### src/rtl/core/gada_pkg.sv
// ----------------------------------------------------------------------------
// gada_pkg
// Shared types, constants and the month length table for the date adder.
// ----------------------------------------------------------------------------
package gada_pkg;

  localparam int unsigned DAY_W   = 5;
  localparam int unsigned MONTH_W = 4;
  localparam int unsigned YEAR_W  = 14;
  localparam int unsigned ADD_W   = 12;
  localparam int unsigned REM_W   = 13;
  localparam int unsigned Q400_W  = 6;
  localparam int unsigned Q100_W  = 8;
  localparam int unsigned R400_W  = 9;
  localparam int unsigned R100_W  = 7;
  localparam int unsigned UPC_W   = 3;
  localparam int unsigned STEPS   = 8;

  localparam logic [13:0] Q400_MUL   = 14'd10486;
  localparam logic [15:0] Q100_MUL   = 16'd41944;
  localparam logic [13:0] YEAR_400   = 14'd400;
  localparam logic [13:0] YEAR_100   = 14'd100;
  localparam logic [R400_W-1:0] R400_LAST = 9'd399;
  localparam logic [R100_W-1:0] R100_LAST = 7'd99;
  localparam logic [YEAR_W-1:0] YEAR_LAST = 14'h3fff;

  localparam logic [MONTH_W-1:0] JAN = 4'd1;
  localparam logic [MONTH_W-1:0] FEB = 4'd2;
  localparam logic [MONTH_W-1:0] DEC = 4'd12;
  localparam logic [DAY_W-1:0]   FEB_LEAP_DAYS = 5'd29;

  localparam logic [DAY_W-1:0] MONTH_LEN [12] = '{
    5'd31, 5'd28, 5'd31, 5'd30, 5'd31, 5'd30,
    5'd31, 5'd31, 5'd30, 5'd31, 5'd30, 5'd31
  };

  localparam logic [UPC_W-1:0] STEP_IDLE = 3'd0;
  localparam logic [UPC_W-1:0] STEP_ACC  = 3'd3;
  localparam logic [UPC_W-1:0] STEP_SUB  = 3'd5;
  localparam logic [UPC_W-1:0] STEP_OUT  = 3'd6;

  typedef enum logic [2:0] {
    OP_NOP,
    OP_MOD1,
    OP_MOD2,
    OP_ACC,
    OP_ADD,
    OP_SUB,
    OP_OUT
  } op_e;

  typedef enum logic [2:0] {
    COND_NEXT,
    COND_ALWAYS,
    COND_NO_START,
    COND_ACC_MORE,
    COND_SUB_MORE,
    COND_OUT_BLOCKED
  } cond_e;

  typedef struct packed {
    op_e              op;
    cond_e            cond;
    logic [UPC_W-1:0] target;
  } ctrl_t;

  typedef struct packed {
    logic acc_more;
    logic sub_more;
    logic out_blocked;
  } dp_status_t;

  function automatic logic [DAY_W-1:0] month_len(input logic [MONTH_W-1:0] m,
                                                 input logic leap);
    logic [MONTH_W-1:0] idx;
    idx = m - JAN;
    if ((m < JAN) || (m > DEC)) begin
      month_len = '0;
    end else if ((m == FEB) && leap) begin
      month_len = FEB_LEAP_DAYS;
    end else begin
      month_len = MONTH_LEN[idx];
    end
  endfunction

endpackage

### src/rtl/core/gada_urom.sv
// ----------------------------------------------------------------------------
// gada_urom
// Control store: one control word per step of the date adder program.
// ----------------------------------------------------------------------------
module gada_urom (
  input  logic [gada_pkg::UPC_W-1:0] upc_i,
  output gada_pkg::ctrl_t            ctrl_o
);
  import gada_pkg::*;

  localparam ctrl_t PROGRAM [STEPS] = '{
    '{op: OP_NOP,  cond: COND_NO_START,    target: STEP_IDLE},
    '{op: OP_MOD1, cond: COND_NEXT,        target: STEP_IDLE},
    '{op: OP_MOD2, cond: COND_NEXT,        target: STEP_IDLE},
    '{op: OP_ACC,  cond: COND_ACC_MORE,    target: STEP_ACC},
    '{op: OP_ADD,  cond: COND_NEXT,        target: STEP_IDLE},
    '{op: OP_SUB,  cond: COND_SUB_MORE,    target: STEP_SUB},
    '{op: OP_OUT,  cond: COND_OUT_BLOCKED, target: STEP_OUT},
    '{op: OP_NOP,  cond: COND_ALWAYS,      target: STEP_IDLE}
  };

  assign ctrl_o = PROGRAM[upc_i];

endmodule

### src/rtl/core/gada_seq.sv
// ----------------------------------------------------------------------------
// gada_seq
// Step counter with conditional jumps driven by the current control word.
// ----------------------------------------------------------------------------
module gada_seq (
  input  logic                       clk_i,
  input  logic                       rst_ni,
  input  logic                       start_i,
  input  gada_pkg::ctrl_t            ctrl_i,
  input  gada_pkg::dp_status_t       status_i,
  output logic [gada_pkg::UPC_W-1:0] upc_o
);
  import gada_pkg::*;

  logic [UPC_W-1:0] upc_q, upc_d;
  logic             take_jump;

  always_comb begin
    unique case (ctrl_i.cond)
      COND_NEXT:        take_jump = 1'b0;
      COND_ALWAYS:      take_jump = 1'b1;
      COND_NO_START:    take_jump = !start_i;
      COND_ACC_MORE:    take_jump = status_i.acc_more;
      COND_SUB_MORE:    take_jump = status_i.sub_more;
      COND_OUT_BLOCKED: take_jump = status_i.out_blocked;
      default:          take_jump = 1'b1;
    endcase
    upc_d = take_jump ? ctrl_i.target : upc_q + 1'b1;
  end

  always_ff @(posedge clk_i or negedge rst_ni) begin
    if (!rst_ni) begin
      upc_q <= STEP_IDLE;
    end else begin
      upc_q <= upc_d;
    end
  end

  assign upc_o = upc_q;

  a_idle_hold: assert property (@(posedge clk_i) disable iff (!rst_ni)
    (upc_q == STEP_IDLE && !start_i) |=> (upc_q == STEP_IDLE))
    else $error("sequencer left idle without a word");

endmodule

### src/rtl/core/gada_dp.sv
// ----------------------------------------------------------------------------
// gada_dp
// Datapath: ordinal day accumulator, month walker, year residues and the
// output register.
// ----------------------------------------------------------------------------
module gada_dp (
  input  logic                         clk_i,
  input  logic                         rst_ni,
  input  logic                         start_i,
  input  logic [gada_pkg::DAY_W-1:0]   start_day_i,
  input  logic [gada_pkg::MONTH_W-1:0] start_month_i,
  input  logic [gada_pkg::YEAR_W-1:0]  start_year_i,
  input  logic [gada_pkg::ADD_W-1:0]   days_to_add_i,
  input  gada_pkg::ctrl_t              ctrl_i,
  output gada_pkg::dp_status_t         status_o,
  input  logic                         out_ready_i,
  output logic                         out_valid_o,
  output logic [gada_pkg::DAY_W-1:0]   end_day_o,
  output logic [gada_pkg::MONTH_W-1:0] end_month_o,
  output logic [gada_pkg::YEAR_W-1:0]  end_year_o
);
  import gada_pkg::*;

  logic [DAY_W-1:0]   day_q;
  logic [MONTH_W-1:0] month_q;
  logic [ADD_W-1:0]   add_q;
  logic [YEAR_W-1:0]  y_q;
  logic [MONTH_W-1:0] cnt_q;
  logic [REM_W-1:0]   rem_q;
  logic [Q400_W-1:0]  q400_q;
  logic [Q100_W-1:0]  q100_q;
  logic [R400_W-1:0]  r400_q;
  logic [R100_W-1:0]  r100_q;
  logic               out_valid_q;
  logic [DAY_W-1:0]   end_day_q;
  logic [MONTH_W-1:0] end_month_q;
  logic [YEAR_W-1:0]  end_year_q;

  logic               leap;
  logic [DAY_W-1:0]   dim;
  logic [REM_W-1:0]   dim_ext;
  logic [27:0]        prod400;
  logic [29:0]        prod100;
  logic [YEAR_W-1:0]  sub400;
  logic [YEAR_W-1:0]  sub100;
  logic               acc_more;
  logic               sub_more;
  logic               out_blocked;

  always_comb begin
    leap     = (r400_q == '0) || ((r100_q != '0) && (y_q[1:0] == 2'b00));
    dim      = month_len(cnt_q, leap);
    dim_ext  = REM_W'(dim);
    prod400  = {14'b0, y_q} * {14'b0, Q400_MUL};
    prod100  = {16'b0, y_q} * {14'b0, Q100_MUL};
    sub400   = y_q - YEAR_W'({8'b0, q400_q} * YEAR_400);
    sub100   = y_q - YEAR_W'({6'b0, q100_q} * YEAR_100);
    acc_more = (cnt_q < month_q) && (cnt_q <= DEC);
    sub_more = dim_ext < rem_q;
    out_blocked = out_valid_q && !out_ready_i;
  end

  assign status_o = '{acc_more: acc_more, sub_more: sub_more, out_blocked: out_blocked};

  always_ff @(posedge clk_i) begin
    if (start_i) begin
      day_q   <= start_day_i;
      month_q <= start_month_i;
      add_q   <= days_to_add_i;
      y_q     <= start_year_i;
      cnt_q   <= JAN;
      rem_q   <= '0;
    end else begin
      unique case (ctrl_i.op)
        OP_MOD1: begin
          q400_q <= prod400[27:22];
          q100_q <= prod100[29:22];
        end
        OP_MOD2: begin
          r400_q <= sub400[R400_W-1:0];
          r100_q <= sub100[R100_W-1:0];
        end
        OP_ACC: begin
          if (acc_more) begin
            rem_q <= rem_q + dim_ext;
            cnt_q <= cnt_q + 1'b1;
          end
        end
        OP_ADD: begin
          rem_q <= rem_q + REM_W'(day_q) + REM_W'(add_q);
          cnt_q <= JAN;
        end
        OP_SUB: begin
          if (sub_more) begin
            rem_q <= rem_q - dim_ext;
            if (cnt_q == DEC) begin
              cnt_q <= JAN;
              y_q   <= y_q + 1'b1;
              // residues restart when the year wraps around
              if (y_q == YEAR_LAST) begin
                r400_q <= '0;
                r100_q <= '0;
              end else begin
                r400_q <= (r400_q == R400_LAST) ? '0 : r400_q + 1'b1;
                r100_q <= (r100_q == R100_LAST) ? '0 : r100_q + 1'b1;
              end
            end else begin
              cnt_q <= cnt_q + 1'b1;
            end
          end
        end
        OP_NOP, OP_OUT: begin
        end
        default: begin
        end
      endcase
    end
  end

  always_ff @(posedge clk_i) begin
    if ((ctrl_i.op == OP_OUT) && !out_blocked) begin
      end_day_q   <= rem_q[DAY_W-1:0];
      end_month_q <= cnt_q;
      end_year_q  <= y_q;
    end
  end

  always_ff @(posedge clk_i or negedge rst_ni) begin
    if (!rst_ni) begin
      out_valid_q <= 1'b0;
    end else if ((ctrl_i.op == OP_OUT) && !out_blocked) begin
      out_valid_q <= 1'b1;
    end else if (out_ready_i) begin
      out_valid_q <= 1'b0;
    end
  end

  assign out_valid_o = out_valid_q;
  assign end_day_o   = end_day_q;
  assign end_month_o = end_month_q;
  assign end_year_o  = end_year_q;

  a_sub_month_range: assert property (@(posedge clk_i) disable iff (!rst_ni)
    (ctrl_i.op == OP_SUB) |-> (cnt_q >= JAN && cnt_q <= DEC))
    else $error("month walker out of range");

  a_residue_mod4: assert property (@(posedge clk_i) disable iff (!rst_ni)
    (ctrl_i.op == OP_SUB) |-> (r400_q[1:0] == y_q[1:0]))
    else $error("year residue out of step with year");

  a_out_source: assert property (@(posedge clk_i) disable iff (!rst_ni)
    $rose(out_valid_q) |-> $past(ctrl_i.op == OP_OUT))
    else $error("result shown without output step");

endmodule

### src/rtl/core/gregorian_add_days_to_date_top.sv
// ----------------------------------------------------------------------------
// gregorian_add_days_to_date_top
// Adds a day count to a Gregorian date and returns the resulting date.
// ----------------------------------------------------------------------------
// One word is taken at a time and gives one result word. The control program
// first sums the months before the start month (at most 12), then walks the
// whole months from January of the start year, one month per cycle in the
// subtract loop of the control program. The output step waits while the
// output register still holds a result that has not been taken. A finished
// result sits in the output register while the next word is already accepted
// and worked on.
module gregorian_add_days_to_date_top (
  input  logic        clk_i,
  input  logic        rst_ni,
  input  logic        s_tvalid,
  output logic        s_tready,
  // start_day, start_month, start_year, days_to_add, zero pad
  input  logic [39:0] s_tdata,
  output logic        m_tvalid,
  input  logic        m_tready,
  // end_day, end_month, end_year, zero pad
  output logic [23:0] m_tdata
);
  import gada_pkg::*;

  logic               start;
  logic [UPC_W-1:0]   upc;
  ctrl_t              ctrl;
  dp_status_t         status;
  logic [DAY_W-1:0]   end_day;
  logic [MONTH_W-1:0] end_month;
  logic [YEAR_W-1:0]  end_year;

  assign s_tready = (upc == STEP_IDLE);
  assign start    = s_tvalid && s_tready;

  gada_urom u_urom (
    .upc_i  (upc),
    .ctrl_o (ctrl)
  );

  gada_seq u_seq (
    .clk_i    (clk_i),
    .rst_ni   (rst_ni),
    .start_i  (start),
    .ctrl_i   (ctrl),
    .status_i (status),
    .upc_o    (upc)
  );

  gada_dp u_dp (
    .clk_i         (clk_i),
    .rst_ni        (rst_ni),
    .start_i       (start),
    .start_day_i   (s_tdata[4:0]),
    .start_month_i (s_tdata[8:5]),
    .start_year_i  (s_tdata[22:9]),
    .days_to_add_i (s_tdata[34:23]),
    .ctrl_i        (ctrl),
    .status_o      (status),
    .out_ready_i   (m_tready),
    .out_valid_o   (m_tvalid),
    .end_day_o     (end_day),
    .end_month_o   (end_month),
    .end_year_o    (end_year)
  );

  assign m_tdata = {1'b0, end_year, end_month, end_day};

endmodule

### config.mk
export PLATFORM = sky130hd
export DESIGN_NAME = gregorian_add_days_to_date_top
export DESIGN_NICKNAME = d
export VERILOG_FILES = /design/src/rtl/core/gada_pkg.sv /design/src/rtl/core/gada_urom.sv /design/src/rtl/core/gada_seq.sv /design/src/rtl/core/gada_dp.sv /design/src/rtl/core/gregorian_add_days_to_date_top.sv
export SDC_FILE = /design/constraint.sdc
export NUM_CORES = 1
export LEC_CHECK = 0
export ABC_CLOCK_PERIOD_IN_PS = 5500
export BUFFER_PORTS_ARGS = -buffer_cell sky130_fd_sc_hd__buf_2
export CAP_MARGIN = 0
export CORE_ASPECT_RATIO = 0.6
export CORE_MARGIN = 2
export CORE_UTILIZATION = 40
export CTS_CLUSTER_DIAMETER = 150
export DETAILED_ROUTE_END_ITERATION = 10
export PLACE_DENSITY = 0.62
export SYNTH_ARGS = -nofsm -noshare
export SYNTH_HDL_FRONTEND = slang
export SYNTH_HIERARCHICAL = 1
export SYNTH_SLANG_ARGS = --single-unit
### constraint.sdc
create_clock -name clk_i -period 5.5 [get_ports clk_i]
set_input_delay 0.275 -clock clk_i [delete_from_list [all_inputs] [get_ports clk_i]]
set_output_delay 0.275 -clock clk_i [all_outputs]
set_load 0.02 [all_outputs]
# Word level (Yosys, flattened, before mapping)

Memories as Yosys holds them, arrays and structs flattened.
Cells that the tools add are included.

Bits in registers: 109
Logic and storage cells: 118
Memories kept: 2
Bits in read-only memories: 152
Bits of input ports: 44

Memory list:

| memory          | words | bits a word | rd ports | clocked after Yosys merged registers in | write ports | RTL line        | text |
|---|---|---|---|---|---|---|---|
| (no name shown) | 16    | 5           | 1        | 0                                       | 0           | gada_pkg.sv:82  | `month_len = MONTH_LEN[idx];` |
| (no name shown) | 8     | 9           | 1        | 0                                       | 0           | gada_urom.sv:22 | `assign ctrl_o = PROGRAM[upc_i];` |

Mux-type cells: 31
Multipliers: 4
Equality and inequality tests: 18
Bitwise operators: 3
$lt $le $gt $ge: 7
Add/subtract/negate cells: 12
Reductions and logical operators: 26

Operators by type and width:

| cell                                                                  | number |
|---|---|
| 14-bit 2-to-1 mux                                                     | 4 |
| 14-bit by 13-bit multiplier with 27-bit output, second input constant | 2 |
| 9-bit 2-to-1 mux                                                      | 6 |
| 13-bit case mux with 3 select lines                                   | 1 |
| 7-bit 2-to-1 mux                                                      | 4 |
| 13-bit by 5-bit adder with 13-bit output                              | 2 |
| 13-bit 2-to-1 mux                                                     | 2 |
| 5-bit 2-to-1 mux                                                      | 4 |
| 9-bit case mux with 2 select lines                                    | 1 |
| 3-bit == test, second input constant                                  | 5 |
| 14-bit by 1-bit adder with 14-bit output, second input constant       | 1 |
| 14-bit == test, second input constant                                 | 1 |
| 7-bit case mux with 2 select lines                                    | 1 |
| 13-bit by 12-bit adder with 13-bit output                             | 1 |
| 5-bit by 13-bit less-than comparator with 1-bit output                | 1 |
| 13-bit by 5-bit subtractor with 13-bit output                         | 1 |
| 3-bit by 2-bit == test with 1-bit output, second input constant       | 4 |
| 4-bit 2-to-1 mux                                                      | 3 |
| 4-bit case mux with 3 select lines                                    | 1 |
| 2-bit nonzero test                                                    | 5 |
| 9-bit by 1-bit adder with 9-bit output, second input constant         | 1 |
| 9-bit == test, second input constant                                  | 1 |
| 9-bit logical NOT                                                     | 1 |
| 9-bit subtractor                                                      | 1 |
| 34 further kinds                                                      | 47 |

# Logic depth before layout (Yosys ltp)

Word-level depth: 11
Gate-level depth with buffers: 22
Mapped depth without buffers: 19

# Modules after synthesis

The synthesis kept the hierarchy.

By module, submodules not included:

| module                         | area an instance (um^2) | cells an instance | times used | seq. area each (um^2) |
|---|---|---|---|---|
| gada_dp                        | 9526.6                  | 933               | 1          | 2797.7 |
| gada_seq                       | 177.7                   | 16                | 1          | 75.1 |
| gada_urom                      | 158.9                   | 15                | 1          | 0.0 |
| gregorian_add_days_to_date_top | 31.3                    | 4                 | 1          | 0.0 |

# Worst setup path after synthesis

No wires, ideal clock.

Path type: reg-to-reg
Start: register u_dp.y_q[5]
End: register u_dp.q400_q[0], data pin
Stages on the path, launching flop included: 18
Arrival time: 4.702 ns
Period minus slack after synthesis: 4.966 ns
Slack: 0.534 ns
Buffers on the path: 0
Cell sequence: edfxtp_1 inv_1 fa_1 inv_1 ha_1 fa_1 inv_1 fa_1 fa_1 inv_1 ha_1 a21oi_1 o21ai_0 o311a_1 a2111oi_2 o221ai_1 o21ai_0 a21oi_1

Cells in the longest elaborated chain, start to end: 1

Ends and longest elaborated chain:

| what                                           | RTL line      | text |
|---|---|---|
| from (decl)                                    | gada_dp.sv:27 | `logic [YEAR_W-1:0] y_q;` |
| from (signal assigned)                         | gada_dp.sv:70 | `y_q <= start_year_i;` |
| from (signal assigned)                         | gada_dp.sv:98 | `y_q <= y_q + 1'b1;` |
| 14-bit by 13-bit multiplier with 27-bit output | gada_dp.sv:54 | `prod400 = {14'b0, y_q} * {14'b0, Q400_MUL};` |
| to (signal assigned)                           | gada_dp.sv:76 | `q400_q <= prod400[27:22];` |
| to (decl)                                      | gada_dp.sv:30 | `logic [Q400_W-1:0] q400_q;` |

No other way between the ends.
A chain may end at the register's enable or synchronous reset.

# Worst setup path in the final report

Start: register u_dp.y_q[9]
End: register u_dp.q400_q[0], data pin

The elaborated chain is that of the path after synthesis.

==> key figures <==
STA
  – Period utilisation layout: 95.0%
  – Setup violations, final: 0
  – Slew HR: 38.3%
  – Slew Viols, Final: 0
  – Shortest period the worst path allows: 5.23 ns
  – Fin. Hold Viols: 0
  – RSZ-0062 raised after global routing: no
  – Setup TNS: 0 ns
  – Worst Skew: 0.00565 ns
  – Tightest Pin Transition: 0.923 ns
  – Maximum clock frequency: 191 MHz

Layout
  – Layout cells sized above 1: 11.4%
  – Multi-input gate area: 0.00640 sq mm
  – Nets: 1305
  – Antenna cells: 0
  – Final non-filler cell total: 1359
  – Final instance area: 0.0109 sq mm
  – Area grow syn2layout: 10.2%
  – # fillers: 2312
  – Sequential Area: 0.00287 sq mm

Global routing
  – GRT overflow: 0
  – Global-route wire length before repair: 38000 um
  – Largest net degree at the start of global routing: 71
  – GRT met3 Usage: 6.03%
  – Vias in the first global route: 6709
  – Initial antenna violation count: 0
  – Met1 Track Usage GR: 31.9%
  – Gr busiest metal: met1
  – Met2 usage: 22.1%
  – Gr usage total: 18.8%

Route
  – Drt drc: 0
  – Via count: 7211
  – Initial DRC count: 656
  – Routed Antenna Nets: 0
  – Avg WL per Cell: 17.5 um
  – Drt pass-1 iters: 6
  – Final wirelength: 23800 um
  – Vias/cell: 5.31

Clocking
  – Clk_lat worst skew: 0.36 ns
  – Clk pin slew, worst setup/hold paths: 0.08 ns
  – H-tree level count: 3
  – Clock Path Buffers: 2
  – CTS resizes: 0
  – Number of CTS-inserted buffers: 9
  – CTS tree: done
  – Root buffer cell: clkbuf_16
  – Clock Sinks: 102

Logic synthesis
  – Post-synth EDFFs: 81
  – Sequential fraction of the synthesis area: 29.0%
  – Synth top area share: 24.6%
  – Yosys reg bits: 102
  – Synth Cell Area: 0.00989 sq mm
  – Syn avg cell area: 10.2 sq um
  – Ys async rst share: 3.92%
  – Post-synthesis cell type count: 71
  – Cell count after synthesis: 968
  – Yosys warns: 6
  – Ys flop type: edfxtp_1
  – Largest area contributor in the netlist: edfxtp_1
  – Area contributors post-synth: edfxtp_1 (25%), ha_1 (20%), fa_1 (15%)
  – Syn nets: 1241

Critical path
  – Crit. Startpoint: u_dp/y_q[9]
  – Most used cell, CP: fa_1
  – Reg-to-Reg End: u_dp/q400_q[0]
  – Slowest CP cell: edfxtp_1
  – FF-to-FF Start: u_dp/y_q[9]
  – Crit path depth: 15
  – R2r setup slk: 0.27 ns
  – Worst Path Arrival: 5.33 ns
  – Critical Path Fanout Max: 8
  – Required time worst endpoint: 5.60 ns
  – Worst Setup End Kind: flop
  – Cell family with most CP delay: adder cells
  – CP Launch Type: flop
  – CP cell instances: ha_1, fa_1, fa_1, fa_1, inv_1, fa_1, inv_1, ha_1, nand4_1, nor2_1, o311a_1, a2111oi_2, o221ai_1, o21ai_0, a21oi_1
  – Buffers plus inverters on the worst setup path: 2
  – CP endpoint: u_dp/q400_q[0]
  – Crit-path max cell delay: 0.58 ns
  – Worst r2r path cells: 15
  – Crit Path Class: flop to flop

Worst hold path
  – Hold WC Path Type: input pin to flop

Job
  – Max-Cap Viols: 0

Placement
  – Placer congestion estimate: 0.881
  – PortBufs: 63
  – Post-place instance area: 0.0106 sq mm
  – DP Cell Count: 1341
  – HPWL Detailed: 19100 um

Die
  – I/O pins: 70
  – Core area: 0.0242 sq mm
  – Chip height: 126 um
  – Row count: 44
  – Die area: 0.0261 sq mm
  – Initial Utilization: 40.8%
  – Die Width: 207 um

Outcome
  – Outcome: finished, final reports clean
==> layout make-up <==
cell class	count	share of cell area [%]
clock buffers	9	2.06
multi-input cells	709	58.7
repair buffers	83	4.29
well taps	322	3.69
inverters	127	4.37
flip-flops and latches	102	26.3
clock inverters	7	0.562
==> synth_stat cells, types with 13 or more instances <==
| library cell | instances |
|---|---|
| nand3_1 | 20 |
| clkbuf_1 | 17 |
| a21oi_1 | 54 |
| dfxtp_1 | 17 |
| o21ai_0 | 44 |
| xnor2_1 | 40 |
| inv_1 | 127 |
| edfxtp_1 | 81 |
| nand2_1 | 71 |
| nor3_1 | 13 |
| nor2_1 | 45 |
| fa_1 | 72 |
| xor2_1 | 21 |
| ha_1 | 157 |
==> worst min-delay path by stage <==
stage / slack (ns) / depth (start not counted) / startpoint / endpoint
6_report: 0.09 / 1 / s_tdata[34] / u_dp/add_q[11]
5_1_grt: 0.07 / 1 / s_tdata[34] / u_dp/add_q[11]
4_1_cts: 0.07 / 1 / s_tdata[34] / u_dp/add_q[11]
3_5_place_dp: 0.09 / 1 / rst_ni / u_seq/upc_o[2]
3_3_place_gp: 0.09 / 1 / rst_ni / u_seq/upc_o[2]
2_1_floorplan: -0.02 / 0 / rst_ni / u_dp/out_valid_o
==> per-stage QoR <==
stage	setup slack, ns	util, %	hold WS (ns)
2_1_floorplan	0.534	-	-0.0206
3_3_place_gp	0.372	43.8	0.0868
3_5_place_dp	0.293	43.8	0.0875
4_1_cts	0.269	45.0	0.0739
5_1_grt	0.00349	45.0	0.0719
6_report	0.273	45.0	0.0876
==> state kept, by name (all words and copies together) (netlist names), 7 cells and up <==
signal / flops
u_dp/end_year_o: 14
u_dp/y_q: 14
u_dp/r400_q: 9
u_dp/add_q: 12
u_dp/r100_q: 7
u_dp/rem_q: 13
==> cell usage in the layout (no fill, tap or decap), types with 21 or more instances in the layout <==
cell | Yosys | final
ha_1 | 157 | 157
a21oi_1 | 54 | 54
xor2_1 | 21 | 21
nand2_1 | 71 | 71
buf_2 | 5 | 63
edfxtp_1 | 81 | 81
inv_1 | 127 | 127
o21ai_0 | 44 | 44
xnor2_1 | 40 | 40
nor2_1 | 45 | 44
fa_1 | 72 | 72
==> worst reg2reg max path, stage by stage (launching register included) <==
cell and delay (ns):
edfxtp_1 0.58, ha_1 0.41, fa_1 0.58, fa_1 0.45, fa_1 0.49, inv_1 0.06
fa_1 0.54, inv_1 0.05, ha_1 0.32, nand4_1 0.14, nor2_1 0.06, o311a_1 0.31
a2111oi_2 0.39, o221ai_1 0.27, o21ai_0 0.24, a21oi_1 0.09
==> layer usage <==
layer,vias to the layer above,share of wire [%]
met5,-,0
met4,0,0.59
met3,11,9.8
met2,265,35
met1,3418,54
li1,3517,-
==> repair_timing <==
action                     CTS  global route
hold buffers                 1             0
hold endpoints to repair     4             0
setup endpoints to repair    0             2
setup buffers                0             1
==> kinds of logic after synthesis <==
| group | Yosys count | share of synthesized area (%) |
|---|---|---|
| compound gates | 200 | 13.1 |
| flops | 102 | 29.0 |
| fa+ha+maj | 229 | 34.4 |
| simple gates | 208 | 10.3 |
| buf+inv | 157 | 6.40 |
| other cells | 1 | 0.0379 |
| xor+xnor | 61 | 5.40 |
| mux | 10 | 1.30 |
Power is left out: the tool's default activity adds up to more than one toggle a clock period on the data nets, which glitch-free logic cannot reach.
